`config.mk`:
```
export PLATFORM = sky130hd
export DESIGN_NAME = permutation_order_crossover
export DESIGN_NICKNAME = d
export VERILOG_FILES = /design/src/rtl/pox_pkg.sv /design/src/rtl/permutation_order_crossover.sv
export SDC_FILE = /design/constraint.sdc
export NUM_CORES = 1
export LEC_CHECK = 0
export ABC_CLOCK_PERIOD_IN_PS = 3600
export BUFFER_PORTS_ARGS = -buffer_cell sky130_fd_sc_hd__buf_4
export CORE_MARGIN = 2
export CORE_UTILIZATION = 55
export DETAILED_ROUTE_END_ITERATION = 7
export PLACE_DENSITY = 0.75
export SLEW_MARGIN = 20
export SYNTH_ARGS = -nofsm -noshare
export SYNTH_HDL_FRONTEND = slang
export SYNTH_SLANG_ARGS = --single-unit
```
`constraint.sdc`:
```
create_clock -name clk_i -period 3.6 [get_ports clk_i]
set_clock_uncertainty 0.1 [all_clocks]
set_input_delay 1.08 -clock clk_i [delete_from_list [all_inputs] [get_ports clk_i]]
set_output_delay 1.08 -clock clk_i [all_outputs]
set_load 0.01 [all_outputs]
```
`src/rtl/pox_pkg.sv`:
```
`timescale 1ns / 1ps

package pox_pkg;

  localparam int MaxCities = 64;
  localparam int CityW     = 6;
  localparam int LenW      = 7;
  localparam int OffW      = 5;
  localparam int PAddrW    = 3;

  localparam logic [LenW-1:0] TourLengthReset = 7'd64;
  localparam logic [LenW-1:0] MinLength       = 7'd2;

  // register index, taken from the word address
  localparam logic REG_TOUR_LENGTH = 1'b0;

  localparam logic [1:0] MODE_LOAD_A = 2'd0;
  localparam logic [1:0] MODE_LOAD_B = 2'd1;
  localparam logic [1:0] MODE_RUN    = 2'd2;

  typedef enum logic [1:0] {
    S_IDLE,
    S_RUN,
    S_FLUSH
  } state_e;

endpackage

```
`src/rtl/permutation_order_crossover.sv`:
```
`timescale 1ns / 1ps

// Order crossover engine. Load transactions (mode 0 for parent A, mode 1 for
// parent B) write one city per cycle, while the engine is idle, into two
// single-port RAMs and return no result. A run transaction (mode 2) emits up
// to tour_length child cities, with tour_length clamped to 2..64: first
// tour_length/2 cities of A from start_offset on (saturated to half minus
// one), then the cities of B, in order, not yet in the child, tracked in a
// 64-bit taken map cleared at the start of the run. The walk issues one RAM
// read per cycle while the output is not stalled; the RAM read is registered,
// and a one-entry hold stage decides the last flag. A new transaction is
// taken once the final result of a run has moved into the output register,
// where it may still wait to be handed off.
module permutation_order_crossover #(
  parameter int MAX_CITIES = pox_pkg::MaxCities
) (
  input  logic                        clk_i,
  input  logic                        rst_ni,
  input  logic                        psel,
  input  logic                        penable,
  input  logic                        pwrite,
  input  logic [pox_pkg::PAddrW-1:0]  paddr,
  input  logic [31:0]                 pwdata,
  output logic [31:0]                 prdata,
  output logic                        pready,
  input  logic                        in_valid_i,
  output logic                        in_ready_o,
  input  logic [1:0]                  mode_i,
  input  logic [5:0]                  position_i,
  input  logic [5:0]                  city_i,
  input  logic [4:0]                  start_offset_i,
  output logic                        out_valid_o,
  input  logic                        out_ready_i,
  output logic [5:0]                  child_city_o,
  output logic [5:0]                  child_position_o,
  output logic                        last_o
);

  localparam int AW     = $clog2(MAX_CITIES);
  localparam int PW     = (AW > pox_pkg::CityW) ? AW : pox_pkg::CityW;
  localparam int LenCap = (MAX_CITIES < 64) ? MAX_CITIES : 64;
  localparam int LW     = pox_pkg::LenW;
  localparam int CW     = pox_pkg::CityW;

  pox_pkg::state_e state_q, state_d;

  logic [LW-1:0] tour_length_q;
  logic [LW-1:0] len_q;
  logic [CW-1:0] half_q;
  logic [4:0]    off_q;
  logic [LW-1:0] f_q;
  logic          fb_q;
  logic          rv_q;
  logic          rb_q;
  logic [LW-1:0] n_q;
  logic [63:0]   map_q;
  logic          pend_v_q;
  logic [CW-1:0] pend_city_q;
  logic [CW-1:0] pend_pos_q;
  logic          out_valid_q;
  logic [CW-1:0] out_city_q;
  logic [CW-1:0] out_pos_q;
  logic          out_last_q;

  logic [CW-1:0] mem_a [MAX_CITIES];
  logic [CW-1:0] mem_b [MAX_CITIES];
  logic [CW-1:0] rd_a_q;
  logic [CW-1:0] rd_b_q;

  // configuration port
  logic cfg_we;
  assign pready = 1'b1;
  assign cfg_we = psel && penable && pwrite && (paddr[2] == pox_pkg::REG_TOUR_LENGTH);
  assign prdata = (paddr[2] == pox_pkg::REG_TOUR_LENGTH) ? 32'(tour_length_q) : 32'd0;

  always_ff @(posedge clk_i or negedge rst_ni) begin
    if (!rst_ni) begin
      tour_length_q <= pox_pkg::TourLengthReset;
    end else if (cfg_we) begin
      tour_length_q <= pwdata[LW-1:0];
    end
  end

  // run setup from the current register and the run transaction
  logic [LW-1:0] len_c;
  logic [CW-1:0] half_c;
  logic [4:0]    off_c;
  always_comb begin
    if (tour_length_q < pox_pkg::MinLength) begin
      len_c = pox_pkg::MinLength;
    end else if (32'(tour_length_q) > LenCap) begin
      len_c = LW'(LenCap);
    end else begin
      len_c = tour_length_q;
    end
    half_c = len_c[LW-1:1];
    if (6'(start_offset_i) > half_c - 6'd1) begin
      off_c = 5'(half_c - 6'd1);
    end else begin
      off_c = start_offset_i;
    end
  end

  logic in_acc, run_acc, load_ok;
  logic [PW-1:0] pos_ext;
  assign in_ready_o = (state_q == pox_pkg::S_IDLE);
  assign in_acc     = in_valid_i && in_ready_o;
  assign run_acc    = in_acc && (mode_i == pox_pkg::MODE_RUN);
  assign pos_ext    = PW'(position_i);
  assign load_ok    = (32'(position_i) < MAX_CITIES);

  // walk control
  logic [CW-1:0] rd_city;
  logic          taken, emit, out_free, consume, push_out, flush_out;
  logic          fetch_more, hit_len, issue, walk_done;
  logic [CW-1:0] faddr;
  logic [PW-1:0] faddr_ext;

  always_comb begin
    rd_city    = rb_q ? rd_b_q : rd_a_q;
    taken      = map_q[rd_city];
    emit       = rv_q && (!rb_q || !taken);
    out_free   = !out_valid_q || out_ready_i;
    consume    = (state_q == pox_pkg::S_RUN) && rv_q && (!emit || !pend_v_q || out_free);
    push_out   = consume && emit && pend_v_q;
    flush_out  = (state_q == pox_pkg::S_FLUSH) && out_free;
    hit_len    = consume && emit && (LW'(n_q + 7'd1) == len_q);
    fetch_more = !(fb_q && (f_q == len_q));
    issue      = (state_q == pox_pkg::S_RUN) && fetch_more && (!rv_q || consume) && !hit_len;
    walk_done  = hit_len || (!fetch_more && (!rv_q || consume));
    faddr      = fb_q ? f_q[CW-1:0] : CW'(6'(off_q) + f_q[CW-1:0]);
    faddr_ext  = PW'(faddr);
  end

  always_comb begin
    state_d = state_q;
    case (state_q)
      pox_pkg::S_IDLE: begin
        if (run_acc) state_d = pox_pkg::S_RUN;
      end
      pox_pkg::S_RUN: begin
        if (walk_done) state_d = pox_pkg::S_FLUSH;
      end
      pox_pkg::S_FLUSH: begin
        if (flush_out) state_d = pox_pkg::S_IDLE;
      end
      default: state_d = pox_pkg::S_IDLE;
    endcase
  end

  always_ff @(posedge clk_i or negedge rst_ni) begin
    if (!rst_ni) begin
      state_q     <= pox_pkg::S_IDLE;
      f_q         <= '0;
      fb_q        <= 1'b0;
      rv_q        <= 1'b0;
      rb_q        <= 1'b0;
      n_q         <= '0;
      map_q       <= '0;
      pend_v_q    <= 1'b0;
      out_valid_q <= 1'b0;
    end else begin
      state_q <= state_d;
      if (run_acc) begin
        f_q      <= '0;
        fb_q     <= 1'b0;
        rv_q     <= 1'b0;
        n_q      <= '0;
        map_q    <= '0;
        pend_v_q <= 1'b0;
      end else begin
        if (issue) begin
          rv_q <= 1'b1;
          rb_q <= fb_q;
          // switch to parent B after the last city of the A part
          if (!fb_q && (f_q + 7'd1 == 7'(half_q))) begin
            fb_q <= 1'b1;
            f_q  <= '0;
          end else begin
            f_q <= f_q + 7'd1;
          end
        end else if (consume || state_q != pox_pkg::S_RUN) begin
          rv_q <= 1'b0;
        end
        if (consume && emit) begin
          n_q            <= n_q + 7'd1;
          map_q[rd_city] <= 1'b1;
          pend_v_q       <= 1'b1;
        end else if (flush_out) begin
          pend_v_q <= 1'b0;
        end
      end
      if (push_out || flush_out) begin
        out_valid_q <= 1'b1;
      end else if (out_ready_i) begin
        out_valid_q <= 1'b0;
      end
    end
  end

  always_ff @(posedge clk_i) begin
    if (run_acc) begin
      len_q  <= len_c;
      half_q <= half_c;
      off_q  <= off_c;
    end
    if (consume && emit) begin
      pend_city_q <= rd_city;
      pend_pos_q  <= n_q[CW-1:0];
    end
    // hold the newest city back until the next one shows whether it is last
    if (push_out || flush_out) begin
      out_city_q <= pend_city_q;
      out_pos_q  <= pend_pos_q;
      out_last_q <= flush_out;
    end
  end

  // parent RAMs
  always_ff @(posedge clk_i) begin
    if (in_acc && load_ok && (mode_i == pox_pkg::MODE_LOAD_A)) begin
      mem_a[pos_ext[AW-1:0]] <= city_i;
    end
    if (in_acc && load_ok && (mode_i == pox_pkg::MODE_LOAD_B)) begin
      mem_b[pos_ext[AW-1:0]] <= city_i;
    end
    if (issue) begin
      rd_a_q <= mem_a[faddr_ext[AW-1:0]];
      rd_b_q <= mem_b[faddr_ext[AW-1:0]];
    end
  end

  assign out_valid_o      = out_valid_q;
  assign child_city_o     = out_city_q;
  assign child_position_o = out_pos_q;
  assign last_o           = out_last_q;

`ifndef SYNTHESIS
  a_idle_no_pend: assert property (@(posedge clk_i) disable iff (!rst_ni)
    (state_q == pox_pkg::S_IDLE) |-> !pend_v_q)
    else $error("held city left over in idle");

  a_map_cleared: assert property (@(posedge clk_i) disable iff (!rst_ni)
    run_acc |=> (map_q == 64'd0))
    else $error("taken map not cleared at run start");

  a_flush_has_city: assert property (@(posedge clk_i) disable iff (!rst_ni)
    (state_q == pox_pkg::S_FLUSH) |-> pend_v_q)
    else $error("run finished with no city held for the last flag");

  a_pos_in_range: assert property (@(posedge clk_i) disable iff (!rst_ni)
    (state_q == pox_pkg::S_FLUSH) |-> (7'(pend_pos_q) < len_q))
    else $error("child position beyond tour length");
`endif

endmodule

```
==> results of run 1 <==
## per-stage QoR
step / worst slack (ns) / instance area [um2] / cells / hold slack [ns] / setup TNS, ns
finish: 0.116 / 44000 / 3557 / 0.319 / 0
global route: -0.0865 / 44000 / 3557 / 0.321 / -0.948
CTS: 0.0235 / 43700 / 3541 / 0.320 / 0
detailed placement: 0.0213 / 40700 / 3370 / 0.307 / 0
global placement: 0.0730 / 40700 / 3370 / 0.303 / 0
floorplan: 0.258 / 37900 / 2370 / 0.300 / 0
## cells in the mapped netlist (all sizes together), types with 3 or more instances
cell	count
clkbuf	87
mux2	28
nand3b	9
nand2b	7
o311ai	5
nor4	5
dfrtp	91
o21a	4
nor2	154
o32ai	4
nand4	4
a21oi	19
a31oi	4
o31ai	27
mux2i	117
nand3	52
xnor2	16
a311oi	50
edfxtp	817
a32oi	7
or2	4
nand2	266
xor2	13
mux4	144
a221oi	6
or3	6
ha	13
nand4b	3
inv	39
nor3	18
nor2b	16
or3b	6
o21bai	3
buf	69
nor3b	7
and2	50
a21o	4
o22ai	13
o211ai	3
o21ai	70
nor4b	3
and3	5
a211oi	52
## placed cells by master (no fill, tap or decap), drive strengths merged, types with 7 or more instances in the layout
master	instances
edfxtp	817
buf	289
nand2	266
nor2	154
mux4	144
mux2i	117
clkbuf	104
dfrtp	91
o21ai	70
a211oi	52
nand3	52
and2	50
a311oi	50
clkinv	45
inv	43
mux2	28
o31ai	27
conb	26
a21oi	19
nor3	18
nor2b	16
xnor2	16
xor2	13
o22ai	13
ha	13
clkinvlp	11
nand3b	9
bufinv	9
nor3b	7
nand2b	7
a32oi	7
## flip-flops by register name (all words and copies together) (netlist names), 2 cells and up
register	flops
pend_pos_q	6
half_q	6
pend_city_q	6
rd_a_q	6
mem_b	384
tour_length_q	7
f_q	7
state_q	2
child_city_o	6
child_position_o	6
off_q	5
rd_b_q	6
map_q	64
n_q	7
mem_a	384
## timing repair
action | in CTS | in global routing
cloned | 0 | 1
pin swaps | 0 | 2
buffers inserted | 0 | 15
setup endpoints to repair | 4 | 106
resized for setup | 1 | 12
## per-layer routing
layer,vias to the layer above,part of all wire [%]
li1,9573,-
met1,11047,39
met2,921,51
met3,203,7.2
met4,0,3.7
met5,-,0
## power by group through the flow
stage	Combinational (mW)	Clock [mW]	Sequential, mW
floorplan	10.6	0	13.0
global placement	15.9	0	13.2
detailed placement	16.2	0	13.2
CTS	16.4	9.61	13.0
global route	18.1	10.0	13.0
finish	16.9	9.49	13.0
## layout make-up
class | count | area, um2
timing repair buffer | 289 | 2560
clock inverter | 67 | 656
inverter | 41 | 154
tap | 882 | 1100
multi-input combinational | 1265 | 10300
sequential | 909 | 26800
fill | 4516 | 24400
clock buffer | 104 | 2390
## how the worst max path moves through the flow
stage | startpoint | end | slack (ns) | depth (start not counted)
after floorplan | f_q[0] | rd_a_q[2] | 0.26 | 11
after global placement | rb_q | map_q[47] | 0.07 | 10
after detailed placement | rb_q | map_q[22] | 0.02 | 10
after CTS | rb_q | map_q[44] | 0.02 | 11
after global routing | rd_a_q[2] | map_q[7] | -0.09 | 11
final | off_q[0] | rd_b_q[5] | 0.12 | 11
## cells by family (layout without fill, tap and decap cells)
group	count (synthesis)	count (layout)
flip-flops	909	909
multiplexers	289	289
XOR/XNOR	30	30
adder cells (fa/ha/maj)	14	14
buffers and inverters	197	501
other	2	26
AO/OA/AOI/OAI	285	286
AND/OR/NAND/NOR	620	620
==> run metrics, run 1 <==
status=finished clean; Via density=6.11; reg2reg path depth=11; f_max=between 0.2 and 0.3 GHz; post-synthesis mux area share=around 13%; Pre-antenna DRT Iters=6; Hold Fails Final Rpt=0; Critical Path, Cell by Cell=ha_1 -> fa_2 -> mux2_8 -> buf_12 -> buf_12 -> buf_4 -> mux4_2 -> mux2i_1 -> mux2i_1 -> mux2_2 -> mux2_2; gpl congestion=~0.90; slowest stage cell, crit path=fa_2; GRT Util Overall=24.4%; flops & latches, synth=909; WL/cell=between 20 and 25 um; CP top delay family=multiplexers; first-pass GRT wire length=between 100000 and 150000 um; Final setup violation count=0; GR Util met2=40.9%; Post-synth EDFFs=817; dpl hpwl=~54000 um; Synth Area in XOR/XNOR=less than 1%; r2r startpoint=off_q[0]; Clock Latency Late Sink=0.65 ns; share of power burned in registers=32.9%; post-synthesis cell type count=71; post-synthesis adder-cell area fraction=less than 1%; Final ANT Viol Nets=0; chip height=between 200 and 300 um; PortBufs=55; switching pwr=14.0 mW; overflow left after global routing=0; row count=96; Syn Std Cell Area=between 30000 and 40000 um2; post-synthesis simple-gate area fraction=under 10%; Worst Min Path Start=pend_city_q[4]; I/O pin total=between 100 and 150; 1st-iter DRT viols=between 2000 and 2500; Post-Syn Instances=around 2300; M1 GR Usage=31.9%; share of the synthesized area in the top cell type=between 60% and 70%; area grow syn2layout=16.4%; Worst IR Drop VDD=roughly 610 uV; layout cells sized above 1=23.9%; max-slew violation count=0; initial antenna violation count=1; Initial Util=55.3%; vias in the first global route=22267; Die X=~270 um; die area=between 70000 and 80000 um2; clock root buffer master=clkbuf_16; Period minus WS final=roughly 3.5 ns; RSZ-0062 raised after global routing=true; CTS Sinks=a little over 900; Core Region=68300 um2; Total Nets Final=2673; Top Usage Layer GRT=met2; WS Path Type=register to register; Mean Syn Cell Area=16.1 um2; CP bufs+invs=3; Hold Path Class=register to register; final wirelength=85900 um; crit path DAT=between 3 and 4 ns; antenna fix cells=0; final worst-path cycle share=around 97%; predominant post-synthesis flop cell=edfxtp_1; post-route DRC violation count=0; leakage power=between 15 and 20 nW; Critical Path RT=about 4 ns; top post-synthesis cells by area=edfxtp_1 (65%), mux4_2 (8.6%), dfrtp_1 (6.0%), mux2i_1 (3.0%), nand2_1 (2.6%); post-layout util=64.4%; Reg2Reg Setup Slack=around 0.12 ns; Hold-fix buffers, CTS=0; Sw Share=a little over a third; pwr/cell area=between 800 and 900 nW/um2; Critical Path Fanout Max=15; largest family of logic cells by synthesized area=multiplexers; largest net degree at the start of global routing=about 130; CP Launch Type=register; area leader, netlist=edfxtp_1; hold path cells=0; Comb pwr share=between 40% and 50%; Hold EP=child_city_o[4]; TritonCTS Buffers=92; vias=between 20000 and 25000; CTS tree=yes; clock share of power=between 20 and 25%; Compound-Gate Fraction of Synth Area=around 5.3%; Worst Setup End Kind=register; worst r2r dst=rd_b_q[5]; CTS max path bufs=3; total power=39.4 mW; asr flop ratio synth=10.1%; register area share after synthesis=71.0%; H-tree levels=3; Slew @ Worst Pin=0.955 ns; max cap viols=0; CTS clk-pin slew, worst paths=0.06 ns; Max stage delay on crit path=about 0.45 ns; Int Power=between 20 and 30 mW; Max-slew headroom=35.9%; met3 usage=about 4.5%; Synth Warn #=0
No activity file was read; power rests on OpenSTA's default activity.
==> run 2, diff against run 1 <==
Settings changed: CELL_PAD_IN_SITES_DETAIL_PLACEMENT set to 1, CELL_PAD_IN_SITES_GLOBAL_PLACEMENT set to 2, CORE_UTILIZATION 55 to 42, PLACE_DENSITY 0.75 to unset, PLACE_DENSITY_LB_ADDON set to 0.1.
==> run metrics, run 2 (synthesis results as in run 1) <==
Total Nets Final=2647 (-0.97%); I/O pin total=109 (unchanged); Max stage delay on crit path=0.62 ns (+0.17 ns); H-tree levels=3 (unchanged); vias in the first global route=22710 (+2.0%); Final setup violation count=0 (unchanged); CP Launch Type=register; CP bufs+invs=4 (+1); TritonCTS Buffers=100 (+8.7%); Worst Setup End Kind=register; max cap viols=0 (unchanged); Hold Path Class=input port to async pin; pwr/cell area=935 nW/um2 (+4.4%); WS Path Type=register to register; Critical Path Fanout Max=25 (+10); chip height=304 um (+14%); Final Cell Area=44400 um2 (+0.85%); final wirelength=98500 um (+15%); overflow left after global routing=0 (unchanged); Core Region=89600 um2 (+31%); CTS Sinks=909 (unchanged); Period minus WS final=3.49 ns (+0.00349 ns); setup ws final=0.113 ns (-0.00349 ns); Final ANT Viol Nets=0 (unchanged); CTS tree=yes; status=finished clean; PortBufs=55 (unchanged); gpl congestion=0.811 (-10%); initial antenna violation count=3 (+2); commonest non-fill, non-tap cell in the layout=edfxtp_1; row count=110 (+15%); final worst-path cycle share=96.9% (+0.097 points); Via density=5.54 (-9.3%); Pre-antenna DRT Iters=7 (+1); slowest stage cell, crit path=fa_2; area grow syn2layout=17.4%; Max-slew headroom=26.0% (-9.9 points); clock root buffer master=clkbuf_16; worst setup path startpoint=f_q[0]; CP top delay family=multiplexers; DP Worst Slack=-0.0687 ns (-0.0899 ns); layout cells sized above 1=23.2% (-0.61 points); r2r startpoint=f_q[0]; vias=21250 (-2.3%); Hold Fails Final Rpt=0 (unchanged); Initial Util=42.2% (-13 points); Critical Path RT=3.95 ns (+0.04 ns); Hold-fix buffers, CTS=0 (unchanged); Clock Latency Late Sink=0.68 ns (+0.03 ns); RSZ-0062 raised after global routing=false; max-slew violation count=0 (unchanged); CTS max path bufs=3 (unchanged); f_max=0.287 GHz (about the same); Slew @ Worst Pin=1.10 ns (+0.148 ns); 1st-iter DRT viols=1564 (-36%); post-layout util=49.5% (-15 points); post-route DRC violation count=0 (unchanged); Worst IR Drop VDD=498 uV (-18%); largest net degree at the start of global routing=71 (-45%); crit path DAT=3.83 ns (+0.04 ns); CTS clk-pin slew, worst paths=0.06 ns (about the same); die area=92400 um2 (+30%); WL/cell=25.7 um (+6.3%); GRT Util Overall=21.3% (-3.1 points); first-pass GRT wire length=148000 um (+13%); commonest non-fill, non-tap cells in the layout=edfxtp_1 (817), nand2_1 (266), buf_4 (221), nor2_1 (153), mux4_2 (144); Area after DPL=40900 um2 (+0.53%); dpl hpwl=63200 um (+16%); leakage power=15.3 nW (-0.56%); Critical Path, Cell by Cell=ha_2 -> fa_2 -> mux2_8 -> buf_16 -> buf_6 -> mux4_2 -> mux2i_2 -> mux2i_1 -> mux2i_1 -> buf_4 -> mux2i_2 -> buf_4; final hold slack=0.250 ns (-0.0692 ns); Die X=304 um (+14%)
-- run 2: report_power, final --
| group | total (mW) | internal, mW | switching, mW |
|---|---|---|---|
| clock network | 10.2 | 5.90 | 4.26 |
| logic | 18.4 | 8.15 | 10.2 |
| registers | 12.9 | 12.4 | 0.524 |
-- run 2: path summary, 6_finish.rpt --
path / endpoint / slack (ns) / cells past startpoint
max in group asynchronous: tour_length_q[6] / 2.38 / 2
setup / recovery: rd_a_q[5] / 0.11 / 12
hold reg to reg: child_city_o[1] / 0.32 / 0
hold / removal: map_q[55] / 0.25 / 1
setup reg to reg: rd_a_q[5] / 0.11 / 12
min in group clk_i: child_city_o[1] / 0.32 / 0
-- run 2: final cells by class --
cell class | instances | area (um2)
tap | 1176 | 1470
inverter | 41 | 156
antenna | 2 | 5.00
clock inverter | 62 | 637
fill | 8495 | 45200
timing repair buffer | 255 | 2330
sequential | 909 | 26800
multi-input combinational | 1265 | 10300
clock buffer | 123 | 2610
-- run 2: routing by layer --
layer  up-vias  share of wire, %  global-route usage, %
li1       9541                 -                      -
met1     11185                45                   29.2
met2       404                50                   35.9
met3       118               4.0                   2.95
met5         -             0.015                      0
met4         2               1.8                   5.65
-- run 2: what timing repair did --
action,CTS,global route
cloned,0,2
pin swaps,1,0
resized for setup,3,18
setup endpoints to repair,29,39
setup buffers,8,1
-- run 2: per-stage QoR --
step | setup TNS (ns) | power, mW | instances
finish | 0 | 41.5 | 3833
global route | 0 | 43.6 | 3831
CTS | -0.0196 | 41.7 | 3828
detailed placement | -0.216 | 31.2 | 3635
global placement | -0.0169 | 31.0 | 3635
floorplan | 0 | 23.6 | 2370
